===== src/fwsa_pkg.sv =====
package fwsa_pkg;

  // CORDIC depth; the angle table covers at most MAX_ITER steps
  localparam int ANGLE_ITERATIONS = 16;
  localparam int MAX_ITER         = 24;
  localparam int ITER_N = (ANGLE_ITERATIONS > MAX_ITER) ? MAX_ITER : ANGLE_ITERATIONS;
  localparam int IDX_W  = 5;

  // Datapath widths
  localparam int PROD_W      = 29;  // 12u x 16s products and 2000 * vx
  localparam int DEN_W       = 30;  // 2000 * vx -/+ width * wz
  localparam int CW          = 56;  // prescaled CORDIC x / y
  localparam int ZW          = 32;  // angle accumulator, 0.01 deg Q16
  localparam int PRESCALE_SH = 24;
  localparam int ANG_W       = 15;

  localparam logic signed [ANG_W-1:0] ANGLE_LIMIT   = 15'sd9000;
  localparam logic [11:0]             WHEELBASE_RST = 12'd1310;
  localparam logic [11:0]             TRACK_RST     = 12'd700;
  localparam logic signed [PROD_W-1:0] VX_GAIN      = 29'sd2000;

  // Transaction kinds carried on in_tuser
  localparam logic OP_WIDTH = 1'b0;
  localparam logic OP_CMD   = 1'b1;

  // Controller to datapath commands
  typedef struct packed {
    logic             width_upd;  // store averaged track width
    logic             cmd_load;   // capture vx and wz
    logic             mult;       // form the three products
    logic             den;        // form both denominators
    logic             lane_load;  // prepare both CORDIC lanes
    logic             iter;       // one CORDIC rotation
    logic [IDX_W-1:0] idx;        // rotation index
    logic             finish;     // round and load the output register
  } dp_cmd_t;

  // Datapath to controller status
  typedef struct packed {
    logic out_busy;  // output register holds a result that is not taken
  } dp_sts_t;

  // atan(2^-i) in degrees * 100 * 65536, rounded
  function automatic logic signed [ZW-1:0] atan_entry(input logic [IDX_W-1:0] i);
    logic signed [ZW-1:0] v;
    case (i)
      5'd0:    v = 32'sd294912000;
      5'd1:    v = 32'sd174096719;
      5'd2:    v = 32'sd91987925;
      5'd3:    v = 32'sd46694507;
      5'd4:    v = 32'sd23437865;
      5'd5:    v = 32'sd11730358;
      5'd6:    v = 32'sd5866610;
      5'd7:    v = 32'sd2933484;
      5'd8:    v = 32'sd1466764;
      5'd9:    v = 32'sd733385;
      5'd10:   v = 32'sd366693;
      5'd11:   v = 32'sd183346;
      5'd12:   v = 32'sd91673;
      5'd13:   v = 32'sd45837;
      5'd14:   v = 32'sd22918;
      5'd15:   v = 32'sd11459;
      5'd16:   v = 32'sd5730;
      5'd17:   v = 32'sd2865;
      5'd18:   v = 32'sd1432;
      5'd19:   v = 32'sd716;
      5'd20:   v = 32'sd358;
      5'd21:   v = 32'sd179;
      5'd22:   v = 32'sd90;
      5'd23:   v = 32'sd45;
      default: v = '0;
    endcase
    return v;
  endfunction

endpackage


===== src/four_wheel_steering_angles_top.sv =====
// Steering angles for a four-wheel-steered vehicle with variable track width.
// Each input transaction carries a kind in in_tuser. A width transaction
// (in_tuser = 0) stores the floor of the mean of two encoder widths as the
// track width and produces nothing. A command transaction
// (in_tuser = 1) carries forward speed vx (mm/s) and yaw rate wz (mrad/s)
// and produces one result: left and right front angles, the negated rear
// angles, all in 0.01 degree within -9000..9000, plus vx and wz echoed.
// Each front angle is the angle of (2000*vx -/+ width*wz, wheelbase*wz),
// found by a shared-step CORDIC vectoring unit with two lanes (left, right)
// that rotate side by side, one step per cycle, ANGLE_ITERATIONS steps.
// Zero yaw rate or zero wheelbase gives 0; a zero denominator gives +-9000
// with the sign of the numerator. A command runs in steps: accept,
// multiply, form denominators, load the lanes, the rotation steps, and
// round into the output register. The output register decouples the
// sides, so the next transaction is accepted while a result waits; only
// a second finished result waits for the first to go. The wheelbase
// register (reset 1310 mm) is written through cfg_wen and cfg_wdata;
// write it only while no command is in flight. Track width resets to
// 700 mm.
module four_wheel_steering_angles_top (
  input  logic        clk,
  input  logic        rst_n,
  input  logic        cfg_wen,
  input  logic [11:0] cfg_wdata,    // wheelbase_mm
  input  logic        in_tvalid,
  output logic        in_tready,
  input  logic        in_tuser,     // op: 0 width update, 1 velocity command
  // [15:0] linear_velocity, [31:16] angular_velocity,
  // [43:32] width_reading_a, [55:44] width_reading_b
  input  logic [55:0] in_tdata,
  output logic        out_tvalid,
  input  logic        out_tready,
  // [14:0] left_front_angle, [29:15] right_front_angle,
  // [44:30] left_back_angle, [59:45] right_back_angle,
  // [75:60] echo_linear, [91:76] echo_angular, [95:92] zero
  output logic [95:0] out_tdata
);
  import fwsa_pkg::*;

  dp_cmd_t cmd;
  dp_sts_t sts;

  // Sequence each transaction: accept, and for commands multiply, rotate, deliver
  fwsa_ctrl u_ctrl (
    .clk       (clk),
    .rst_n     (rst_n),
    .in_tvalid (in_tvalid),
    .in_tready (in_tready),
    .in_tuser  (in_tuser),
    .cmd       (cmd),
    .sts       (sts)
  );

  // Hold geometry, run both CORDIC lanes, own the output register
  fwsa_dp u_dp (
    .clk        (clk),
    .rst_n      (rst_n),
    .cfg_wen    (cfg_wen),
    .cfg_wdata  (cfg_wdata),
    .in_tdata   (in_tdata),
    .cmd        (cmd),
    .sts        (sts),
    .out_tvalid (out_tvalid),
    .out_tready (out_tready),
    .out_tdata  (out_tdata)
  );

endmodule


===== src/fwsa_ctrl.sv =====
module fwsa_ctrl (
  input  logic              clk,
  input  logic              rst_n,
  input  logic              in_tvalid,
  output logic              in_tready,
  input  logic              in_tuser,
  output fwsa_pkg::dp_cmd_t cmd,
  input  fwsa_pkg::dp_sts_t sts
);
  import fwsa_pkg::*;

  typedef enum logic [2:0] {
    ST_IDLE,
    ST_MULT,
    ST_DEN,
    ST_LOAD,
    ST_ITER,
    ST_DONE
  } state_t;

  state_t           state_r, state_nxt;
  logic [IDX_W-1:0] idx_r, idx_nxt;
  logic             accept;

  assign in_tready = (state_r == ST_IDLE);
  assign accept    = in_tvalid && in_tready;

  always_comb begin
    state_nxt = state_r;
    idx_nxt   = idx_r;
    unique case (state_r)
      ST_IDLE: begin
        if (accept && in_tuser == OP_CMD) state_nxt = ST_MULT;
      end
      ST_MULT: state_nxt = ST_DEN;
      ST_DEN:  state_nxt = ST_LOAD;
      ST_LOAD: begin
        state_nxt = ST_ITER;
        idx_nxt   = '0;
      end
      ST_ITER: begin
        if (idx_r == IDX_W'(ITER_N - 1)) state_nxt = ST_DONE;
        else idx_nxt = idx_r + 1'b1;
      end
      ST_DONE: begin
        if (!sts.out_busy) state_nxt = ST_IDLE;
      end
      default: state_nxt = ST_IDLE;
    endcase
  end

  always_ff @(posedge clk) begin
    if (!rst_n) begin
      state_r <= ST_IDLE;
      idx_r   <= '0;
    end else begin
      state_r <= state_nxt;
      idx_r   <= idx_nxt;
    end
  end

  always_comb begin
    cmd           = '0;
    cmd.width_upd = accept && (in_tuser == OP_WIDTH);
    cmd.cmd_load  = accept && (in_tuser == OP_CMD);
    cmd.mult      = (state_r == ST_MULT);
    cmd.den       = (state_r == ST_DEN);
    cmd.lane_load = (state_r == ST_LOAD);
    cmd.iter      = (state_r == ST_ITER);
    cmd.idx       = idx_r;
    cmd.finish    = (state_r == ST_DONE) && !sts.out_busy;
  end

  a_idx_range: assert property (@(posedge clk) disable iff (!rst_n)
    state_r == ST_ITER |-> idx_r <= IDX_W'(ITER_N - 1))
    else $error("rotation index beyond last step");

  a_hold_done: assert property (@(posedge clk) disable iff (!rst_n)
    state_r == ST_DONE && sts.out_busy |=> state_r == ST_DONE)
    else $error("result dropped while output register busy");

  a_cmd_start: assert property (@(posedge clk) disable iff (!rst_n)
    accept && in_tuser == OP_CMD |=> state_r == ST_MULT)
    else $error("command transaction did not start computation");

  a_width_stay: assert property (@(posedge clk) disable iff (!rst_n)
    accept && in_tuser == OP_WIDTH |=> state_r == ST_IDLE)
    else $error("width transaction left idle");

endmodule


===== src/fwsa_dp.sv =====
module fwsa_dp (
  input  logic              clk,
  input  logic              rst_n,
  input  logic              cfg_wen,
  input  logic [11:0]       cfg_wdata,
  input  logic [55:0]       in_tdata,
  input  fwsa_pkg::dp_cmd_t cmd,
  output fwsa_pkg::dp_sts_t sts,
  output logic              out_tvalid,
  input  logic              out_tready,
  output logic [95:0]       out_tdata
);
  import fwsa_pkg::*;

  logic [11:0]              wheelbase_r;
  logic [11:0]              track_r;
  logic signed [15:0]       vx_r, wz_r;
  logic                     wz_zero_r;
  logic signed [PROD_W-1:0] num_r, twz_r, vxg_r;
  logic signed [DEN_W-1:0]  den_r [2];
  logic signed [CW-1:0]     x_r [2], y_r [2];
  logic signed [ZW-1:0]     z_r [2];
  logic                     spec_r [2];
  logic signed [ANG_W-1:0]  spec_val_r [2];
  logic                     out_valid_r;
  logic [95:0]              out_data_r;

  logic signed [CW-1:0]     x_ld [2], y_ld [2], x_it [2], y_it [2];
  logic signed [ZW-1:0]     z_it [2];
  logic                     spec_ld [2];
  logic signed [ANG_W-1:0]  spec_val_ld [2];
  logic signed [ANG_W-1:0]  ang [2];
  logic [12:0]              width_sum;

  assign width_sum = {1'b0, in_tdata[43:32]} + {1'b0, in_tdata[55:44]};

  always_comb begin
    for (int k = 0; k < 2; k++) begin
      logic                 neg;
      logic signed [CW-1:0] xe, ye, xs, ys;
      logic [ZW-1:0]        mag;
      logic [16:0]          rnd;
      logic [13:0]          sat;
      // lane load: fold left half plane into right, then prescale
      neg            = den_r[k][DEN_W-1];
      xe             = CW'(den_r[k]);
      ye             = CW'(num_r);
      x_ld[k]        = (neg ? -xe : xe) <<< PRESCALE_SH;
      y_ld[k]        = (neg ? -ye : ye) <<< PRESCALE_SH;
      spec_ld[k]     = wz_zero_r || (num_r == '0) || (den_r[k] == '0);
      if (wz_zero_r || num_r == '0) spec_val_ld[k] = '0;
      else if (num_r[PROD_W-1])     spec_val_ld[k] = -ANGLE_LIMIT;
      else                          spec_val_ld[k] = ANGLE_LIMIT;
      // one rotation toward y = 0
      xs = x_r[k] >>> cmd.idx;
      ys = y_r[k] >>> cmd.idx;
      if (!y_r[k][CW-1] && y_r[k] != '0) begin
        x_it[k] = x_r[k] + ys;
        y_it[k] = y_r[k] - xs;
        z_it[k] = z_r[k] + atan_entry(cmd.idx);
      end else begin
        x_it[k] = x_r[k] - ys;
        y_it[k] = y_r[k] + xs;
        z_it[k] = z_r[k] - atan_entry(cmd.idx);
      end
      // round half away from zero, saturate to +-90 deg
      mag = z_r[k][ZW-1] ? ZW'(-z_r[k]) : ZW'(z_r[k]);
      rnd = 17'((mag + ZW'(32768)) >> 16);
      sat = (rnd > 17'(ANGLE_LIMIT)) ? 14'(ANGLE_LIMIT) : rnd[13:0];
      if (spec_r[k])          ang[k] = spec_val_r[k];
      else if (z_r[k][ZW-1])  ang[k] = -$signed({1'b0, sat});
      else                    ang[k] = $signed({1'b0, sat});
    end
  end

  always_ff @(posedge clk) begin
    if (!rst_n) begin
      wheelbase_r <= WHEELBASE_RST;
      track_r     <= TRACK_RST;
      out_valid_r <= 1'b0;
    end else begin
      if (cfg_wen)       wheelbase_r <= cfg_wdata;
      if (cmd.width_upd) track_r     <= width_sum[12:1];
      if (cmd.finish)          out_valid_r <= 1'b1;
      else if (out_tready)     out_valid_r <= 1'b0;
    end
  end

  always_ff @(posedge clk) begin
    if (cmd.cmd_load) begin
      vx_r      <= $signed(in_tdata[15:0]);
      wz_r      <= $signed(in_tdata[31:16]);
      wz_zero_r <= (in_tdata[31:16] == 16'd0);
    end
    if (cmd.mult) begin
      num_r <= $signed({17'd0, wheelbase_r}) * PROD_W'(wz_r);
      twz_r <= $signed({17'd0, track_r}) * PROD_W'(wz_r);
      vxg_r <= PROD_W'(vx_r) * VX_GAIN;
    end
    if (cmd.den) begin
      den_r[0] <= DEN_W'(vxg_r) - DEN_W'(twz_r);
      den_r[1] <= DEN_W'(vxg_r) + DEN_W'(twz_r);
    end
    for (int k = 0; k < 2; k++) begin
      if (cmd.lane_load) begin
        x_r[k]        <= x_ld[k];
        y_r[k]        <= y_ld[k];
        z_r[k]        <= '0;
        spec_r[k]     <= spec_ld[k];
        spec_val_r[k] <= spec_val_ld[k];
      end else if (cmd.iter) begin
        x_r[k] <= x_it[k];
        y_r[k] <= y_it[k];
        z_r[k] <= z_it[k];
      end
    end
    if (cmd.finish) begin
      out_data_r <= {4'd0, wz_r, vx_r, -ang[1], -ang[0], ang[1], ang[0]};
    end
  end

  assign sts.out_busy = out_valid_r && !out_tready;
  assign out_tvalid   = out_valid_r;
  assign out_tdata    = out_data_r;

endmodule


===== config.mk =====
export PLATFORM = sky130hd
export DESIGN_NAME = four_wheel_steering_angles_top
export DESIGN_NICKNAME = d
export VERILOG_FILES = /design/src/fwsa_pkg.sv /design/src/four_wheel_steering_angles_top.sv /design/src/fwsa_ctrl.sv /design/src/fwsa_dp.sv
export SDC_FILE = /design/constraint.sdc
export NUM_CORES = 2
export LEC_CHECK = 0
export BUFFER_PORTS_ARGS = -buffer_cell sky130_fd_sc_hd__buf_4
export CORE_MARGIN = 3
export CORE_UTILIZATION = 35
export CTS_BUF_LIST = sky130_fd_sc_hd__clkbuf_2 sky130_fd_sc_hd__clkbuf_4 sky130_fd_sc_hd__clkbuf_8
export CTS_CLUSTER_SIZE = 40
export DETAILED_ROUTE_END_ITERATION = 6
export SLEW_MARGIN = 20
export SYNTH_ARGS = -nofsm -noshare
export SYNTH_HDL_FRONTEND = slang
export SYNTH_HIERARCHICAL = 1
export SYNTH_MEMORY_MAX_BITS = 65536
export SYNTH_SLANG_ARGS = --single-unit

===== constraint.sdc =====
create_clock -name clk -period 8.9 [get_ports clk]
set_input_delay 1.335 -clock clk [delete_from_list [all_inputs] [get_ports clk]]
set_output_delay 1.335 -clock clk [all_outputs]
set_load 0.01 [all_outputs]

Yosys cells after proc, flatten, opt, wreduce, memory -nomap -nowiden
Memory sizes are Yosys's and may differ from the RTL's. A register that Yosys moved wholly into a read port is not among the register bits.
Index checks and enable logic that the tools add are counted.
{"block": "totals", "ramBits": 380, "memories": 10, "regBits": 240, "in_bits": 74, "output_inout_bits": 98, "rom_bits": 3712}
{"block": "classes", "addsub": 27, "magnitude_cmp": 2, "bitwise": 7, "eq_ne": 10, "reduce_logical": 25, "n_mul": 3, "n_mux": 53, "shifts": 4}
{"memory": "(name not given)", "words": 32, "word_bits": 29, "read_ports": 1, "rd_ports_with_merged_regs": 1, "wr": 0, "line_no": "fwsa_pkg.sv:46", "text": "case (i)"}
{"memory": "(name not given)", "words": 32, "word_bits": 29, "read_ports": 1, "rd_ports_with_merged_regs": 1, "wr": 0, "line_no": "fwsa_pkg.sv:46"}
{"memory": "(name not given)", "words": 32, "word_bits": 29, "read_ports": 1, "rd_ports_with_merged_regs": 1, "wr": 0, "line_no": "fwsa_pkg.sv:46"}
{"memory": "(name not given)", "words": 32, "word_bits": 29, "read_ports": 1, "rd_ports_with_merged_regs": 1, "wr": 0, "line_no": "fwsa_pkg.sv:46"}
{"memory": "u_dp.x_r", "words": 2, "word_bits": 56, "read_ports": 2, "rd_ports_with_merged_regs": 0, "wr": 2, "line_no": "fwsa_dp.sv:21", "text": "logic signed [CW-1:0] x_r [2], y_r [2];"}
{"memory": "u_dp.y_r", "words": 2, "word_bits": 56, "read_ports": 2, "rd_ports_with_merged_regs": 0, "wr": 2, "line_no": "fwsa_dp.sv:21"}
{"memory": "+4 memories"}
{"op": "two-way mux 32 bit", "count": 14}
{"op": "two-way mux 56 bit", "count": 8}
{"op": "adder 56 bit", "count": 4}
{"op": ">>> shifter 56 x 5 -> 56 bit", "count": 4}
{"op": "subtractor 56 bit", "count": 4}
{"op": "nonzero test 56 bit", "count": 2}
{"op": "two-way mux 15 bit", "count": 6}
{"op": "adder 32 x 16 -> 32 bit, second input constant", "count": 2}
{"op": "adder 32 bit", "count": 2}
{"op": "negation 30 -> 32 bit", "count": 2}
{"op": "negation 32 bit", "count": 2}
{"op": "subtractor 32 bit", "count": 2}
{"op": "zero test 30 bit", "count": 2}
{"op": "multiplier 13 x 16 -> 29 bit", "count": 2}
{"op": "two-way mux 5 bit", "count": 9}
{"op": "greater-than comparator 16 x 14 -> 1 bit, second input constant", "count": 2}
{"op": "negation 29 -> 32 bit", "count": 1}
{"op": "adder 28 x 29 -> 30 bit", "count": 1}
{"op": "negation 14 -> 15 bit", "count": 2}
{"op": "negation 15 bit", "count": 2}
{"op": "subtractor 28 x 29 -> 30 bit", "count": 1}
{"op": "zero test 29 bit", "count": 1}
{"op": "two-way mux 14 bit", "count": 2}
{"op": "multiplier 16 x 8 -> 24 bit, second input constant", "count": 1}
{"op": "other kinds (22)", "count": 53}

Logic depth before layout (Yosys ltp)
An unclocked memory read counts as a cell.
{"block": "logic_depth", "ltp_word": 10, "ltp_mapped": 39, "ltp_nobuf": 30}

Hierarchy
The synthesis kept the hierarchy.
{"mod": "fwsa_dp", "area_per_inst_um2": 78482.8, "cells_each": 8470, "n_inst": 1}
{"mod": "fwsa_ctrl", "area_per_inst_um2": 499.2, "cells_each": 57, "n_inst": 1}

Worst setup path before layout
OpenSTA, ideal clock, no wires.
{"block": "synth_timing", "kind": "register -> register", "from": "register u_ctrl.idx_r[4]", "to": "memory u_dp.y_r[1][53] (data pin)", "synth_period_minus_slack_ns": 7.464, "slack_ns": 1.436, "n_path_buf": 11, "arrival_ns": 7.189, "stages_incl_launch_ff": 35, "required_time_ns": 8.625, "cell_sequence": "dfxtp_1 > clkbuf_1 > inv_1 > buf_2 > buf_2 > buf_2 > buf_2 > buf_2 > buf_2 > buf_2 > buf_1 > buf_1 > clkbuf_1 > o21a_1 > ha_1 > nand2_1 > nor2_1 > nand3b_1 > o21ai_0 > xor2_1 > ha_1 > a21o_1 > a21o_1 > a21oi_1 > o211ai_1 > a32oi_1 > a21oi_1 > a221o_1 > o31ai_1 > o21ai_1 > a211o_1 > a21oi_1 > o21ai_0 > xnor2_1 > a21boi_0"}
{"item": "start: declaration", "line_no": "fwsa_ctrl.sv:22", "text": "logic [IDX_W-1:0] idx_r, idx_nxt;"}
{"item": "start signal: assignment", "line_no": "fwsa_ctrl.sv:58", "text": "idx_r <= idx_nxt;"}
{"item": "end: declaration", "line_no": "fwsa_dp.sv:21"}

==> impl_metrics.ini <==
[outcome]
outcome = finished clean

[critical_path]
critical_path.reg2reg.startpoint = u_ctrl/idx_r[0]$_SDFFE_PN0P_
crit_path_max_fanout = 56
cp.arrival_ns = 8.84
setup.worst_path.class = flop to flop
worstSetupStartpointType = flop
critPathCaptureType = flop
required_ns = 9.51
cp-startpoint = u_ctrl/idx_r[0]$_SDFFE_PN0P_

[layout]
areaGrowthSynthToFinish_pct = 7.98
num-nets-final = 9547
nFillCells = 22400
area.sequential_um2 = 17400
layout.cell_area.non_filler_um2 = 85300
layout-drive-gt1-share_pct = 11.7
multi_input_area_um2 = 57100

[floorplanning]
floorplan.die.height_um = 481
io_pins = 172
die_area_um2 = 231000
initial_utilization_pct = 35.4
placeableCoreArea_um2 = 223000
row_count = 173
die_w_um = 481

[detailed_routing]
drt_pre_antenna_iters = 6
num_vias = 66000
dr.first_iter.drc_count = 6272
finalWirelength_um = 244000
drt_drc = 0
number_of_vias_per_cell_after_detailed_routing = 5.71
wl_per_cell_um = 21.1
number_of_nets_still_failing_antenna_checks_after_routing = 0

[placed_design]
gp_congestion = 0.950
dp_hpwl_um = 191000
place_area_um2 = 82900
place.port_buffers = 167

[hold_path]
hold_wc_path_type = flop to flop
hold_path.startpoint = u_dp/twz_r[1]$_DFFE_PP_

[synth]
synth_top_flop_cell = edfxtp_1
yosysTopAreaCellShare_pct = 21.2
yosys.area.top_type = edfxtp_1
synthDistinctLibCells = 134
synthesis.instances = 8527
post_synth_main_area_contributors = edfxtp_1, fa_1, ha_1
ys_ff_latch = 590
synth-async-reset-ratio_pct = 0
ys_seq_area_share_pct = 22.0
synthesized_area_per_cell_um2 = 9.26
yosys_warnings = 6
syn_area_um2 = 79000
synth_edf_count = 557

[cts]
cts_repair_resize_count = 0
tritoncts_clock_tree = done
cts-root-to-sink-buffers = 3
clk_pin_slew_worst_paths_ns = 0.06
cts_h_tree_lvls = 3
worst_skew_pair.late_latency_ns = 0.90
cts_setup_buffers = 0
cts_made_buffers = 111
cts_num_sinks = 590
cts.hold.buffers_added = 0
clockRootBuffer = clkbuf_8

[run]
max_cap_violations = 0

[power_and_ir_drop]
power_per_cell_area_nw_per_um2 = 216
p_leak_uw = 0.0348
peakVddDrop_mv = 0.386
report.power.total_uw = 18400

[global_route]
grt_use_total_pct = 20.5
grt_first_pass_wirelength_um = 377000
global_route.overflow_total = 0
grt_start_max_net_pins = 183
via_count_of_the_first_global_routing_pass = 64400
number_of_antenna_violations_at_the_first_check_in_global_routing = 12

[timing]
setup-violations-final = 0
achievable-frequency_mhz = 121
minimum_clock_period_ns = 8.23
worst-slew-pin-transition_ns = 1.21
timing.final.max_slew_violations = 0
finalHoldViolCount = 0
setup_total_negative_slack_ns = 0
setup_repair_after_global_routing_missed_its_margin = false
post-route-period-util_pct = 92.5
max-slew-margin-rel_pct = 19.1
clock_skew_ns = 0.0721
-- power breakdown --
part | total (µW) | internal [µW] | switching [µW]
Sequential | 4340 | 3950 | 391
Clock | 2940 | 1570 | 1370
Combinational | 11100 | 4670 | 6460
Total | 18400 | 10200 | 8220
-- path summary, 6_finish.rpt --
| path | slack [ns] | endpoint | cells after the start |
|---|---|---|---|
| max | 0.67 | u_dp/z_r[1][31]$_SDFFCE_PN0P_ | 26 |
| min | 0.62 | u_dp/den_r[0][31]$_DFFE_PP_ | 0 |
| max reg2reg | 0.67 | u_dp/z_r[1][31]$_SDFFCE_PN0P_ | 26 |
| min reg2reg | 0.62 | u_dp/den_r[0][31]$_DFFE_PP_ | 0 |
-- metal layers --
metal	vias up	track usage, %	part of all wire, %
li1	30400	-	-
met1	32600	27.4	43
met2	2512	33.3	46
met3	442	4.18	7.9
met4	12	6.65	3.3
met5	-	0.290	0.069
-- placed cells by master (no fill, tap or decap), types with 22 or more instances in the layout --
| master | n |
|---|---|
| nand2_1 | 884 |
| inv_1 | 686 |
| nor2_1 | 605 |
| ha_1 | 562 |
| edfxtp_1 | 557 |
| a21oi_1 | 508 |
| o21ai_0 | 481 |
| xnor2_1 | 472 |
| fa_1 | 423 |
| mux4_2 | 301 |
| xor2_1 | 298 |
| and2_1 | 250 |
| buf_4 | 241 |
| mux2i_1 | 184 |
| a21o_1 | 156 |
| nor3_1 | 154 |
| nand3_1 | 124 |
| clkbuf_8 | 112 |
| mux2_2 | 102 |
| o21a_1 | 100 |
| nand2b_1 | 98 |
| or3_1 | 78 |
| a31oi_1 | 76 |
| nor2b_1 | 75 |
| and3_1 | 67 |
| nor4_1 | 63 |
| a211oi_1 | 62 |
| o31ai_1 | 59 |
| o21bai_1 | 57 |
| nand4_1 | 51 |
| o211ai_1 | 38 |
| or2_2 | 37 |
| dfxtp_1 | 28 |
| clkinv_1 | 27 |
| clkbuf_4 | 26 |
| o41ai_1 | 23 |
| clkinv_2 | 22 |
-- area by class of cell --
type / count / share of cell area (%)
Timing Repair Buffer: 252 / 2.38
Multi-Input combinational cell: 6836 / 67.0
Clock buffer: 138 / 2.04
Antenna cell: 4 / 0.0117
Clock inverter: 69 / 0.750
Sequential cell: 590 / 20.4
Tap cell: 2975 / 4.36
Inverter: 697 / 3.09
-- cells by family after synthesis --
kind of cell    Yosys count  synth area share [%]
simple gates           2649                  16.5
fa+ha+maj               985                  19.6
buf+inv                1104                  5.77
mux                     611                  13.1
flops                   590                  22.0
compound gates         1815                  14.5
xor+xnor                772                  8.58
other cells               1               0.00475
-- critical path, stage by stage, from the launching register on --
cell and delay (ns):
dfxtp_4 0.93, buf_12 0.42, inv_1 0.29, ha_1 0.54, mux4_2 0.53, a21boi_0 0.35
ha_1 0.26, nand3b_1 0.12, nand3b_1 0.23, nand3b_1 0.23, or3_1 0.44, or3_1 0.45
nor2_1 0.19, nand2_1 0.18, o31ai_1 0.15, o21ai_1 0.13, ha_1 0.23, or3_1 0.42
nor3_1 0.28, a21oi_1 0.16, a41o_1 0.32, a221o_1 0.34, a21oi_1 0.22, o21a_1 0.17
o21ai_0 0.12, xnor2_1 0.16, nor2_1 0.05
-- flip-flops by register name (all words and copies together) (netlist names) --
| signal | count |
|---|---|
| u_dp/twz_r | 29 |
| u_dp/wheelbase_r | 12 |
| u_ctrl/state_r | 3 |
| u_ctrl/idx_r | 5 |
| u_dp/wz_zero_r | 1 |
| u_dp/out_tdata | 90 |
| u_dp/track_r | 12 |
| u_dp/out_tvalid | 1 |
| u_dp/num_r | 29 |
| u_dp/vx_r | 16 |
| u_dp/spec_val_r | 3 |
| u_dp/spec_r | 2 |
| u_dp/x_r | 112 |
| u_dp/z_r | 64 |
| u_dp/wz_r | 16 |
| u_dp/y_r | 112 |
| u_dp/vxg_r | 24 |
| u_dp/den_r | 59 |
-- metrics by stage --
stage / util [%] / std cells / hold WS (ns) / worst slack, ns
2_1_floorplan: - / 8530 / 0.455 / 1.44
3_3_place_gp: 37.1 / 11400 / 0.583 / 0.854
3_5_place_dp: 37.1 / 11400 / 0.585 / 0.693
4_1_cts: 38.2 / 11600 / 0.547 / 0.684
5_1_grt: 38.2 / 11600 / 0.586 / 0.0888
6_report: 38.2 / 11600 / 0.621 / 0.667
-- cells in the mapped netlist (18+ instances only) --
library cell,instances
nand2_1,884
nand2b_1,99
nor4_1,64
o21ai_0,481
nor2b_1,77
a21o_1,156
o21a_1,100
mux2_2,102
nor3b_1,18
nor2_1,606
buf_1,52
o21ai_1,21
ha_1,562
mux2i_1,184
o211ai_1,38
or2_2,38
and3_1,68
o31ai_1,59
nand4_1,51
and2_1,250
mux4_2,301
buf_4,20
a211oi_1,62
buf_2,76
o31a_1,18
fa_1,423
nor3_1,154
edfxtp_1,557
a41oi_1,18
a21oi_1,508
xnor2_1,472
o21bai_1,57
nand3_1,124
or3_1,78
clkbuf_1,236
inv_1,688
a31oi_1,76
xor2_1,298
o41ai_1,24
dfxtp_1,33
(Power assumes the default switching activity.)
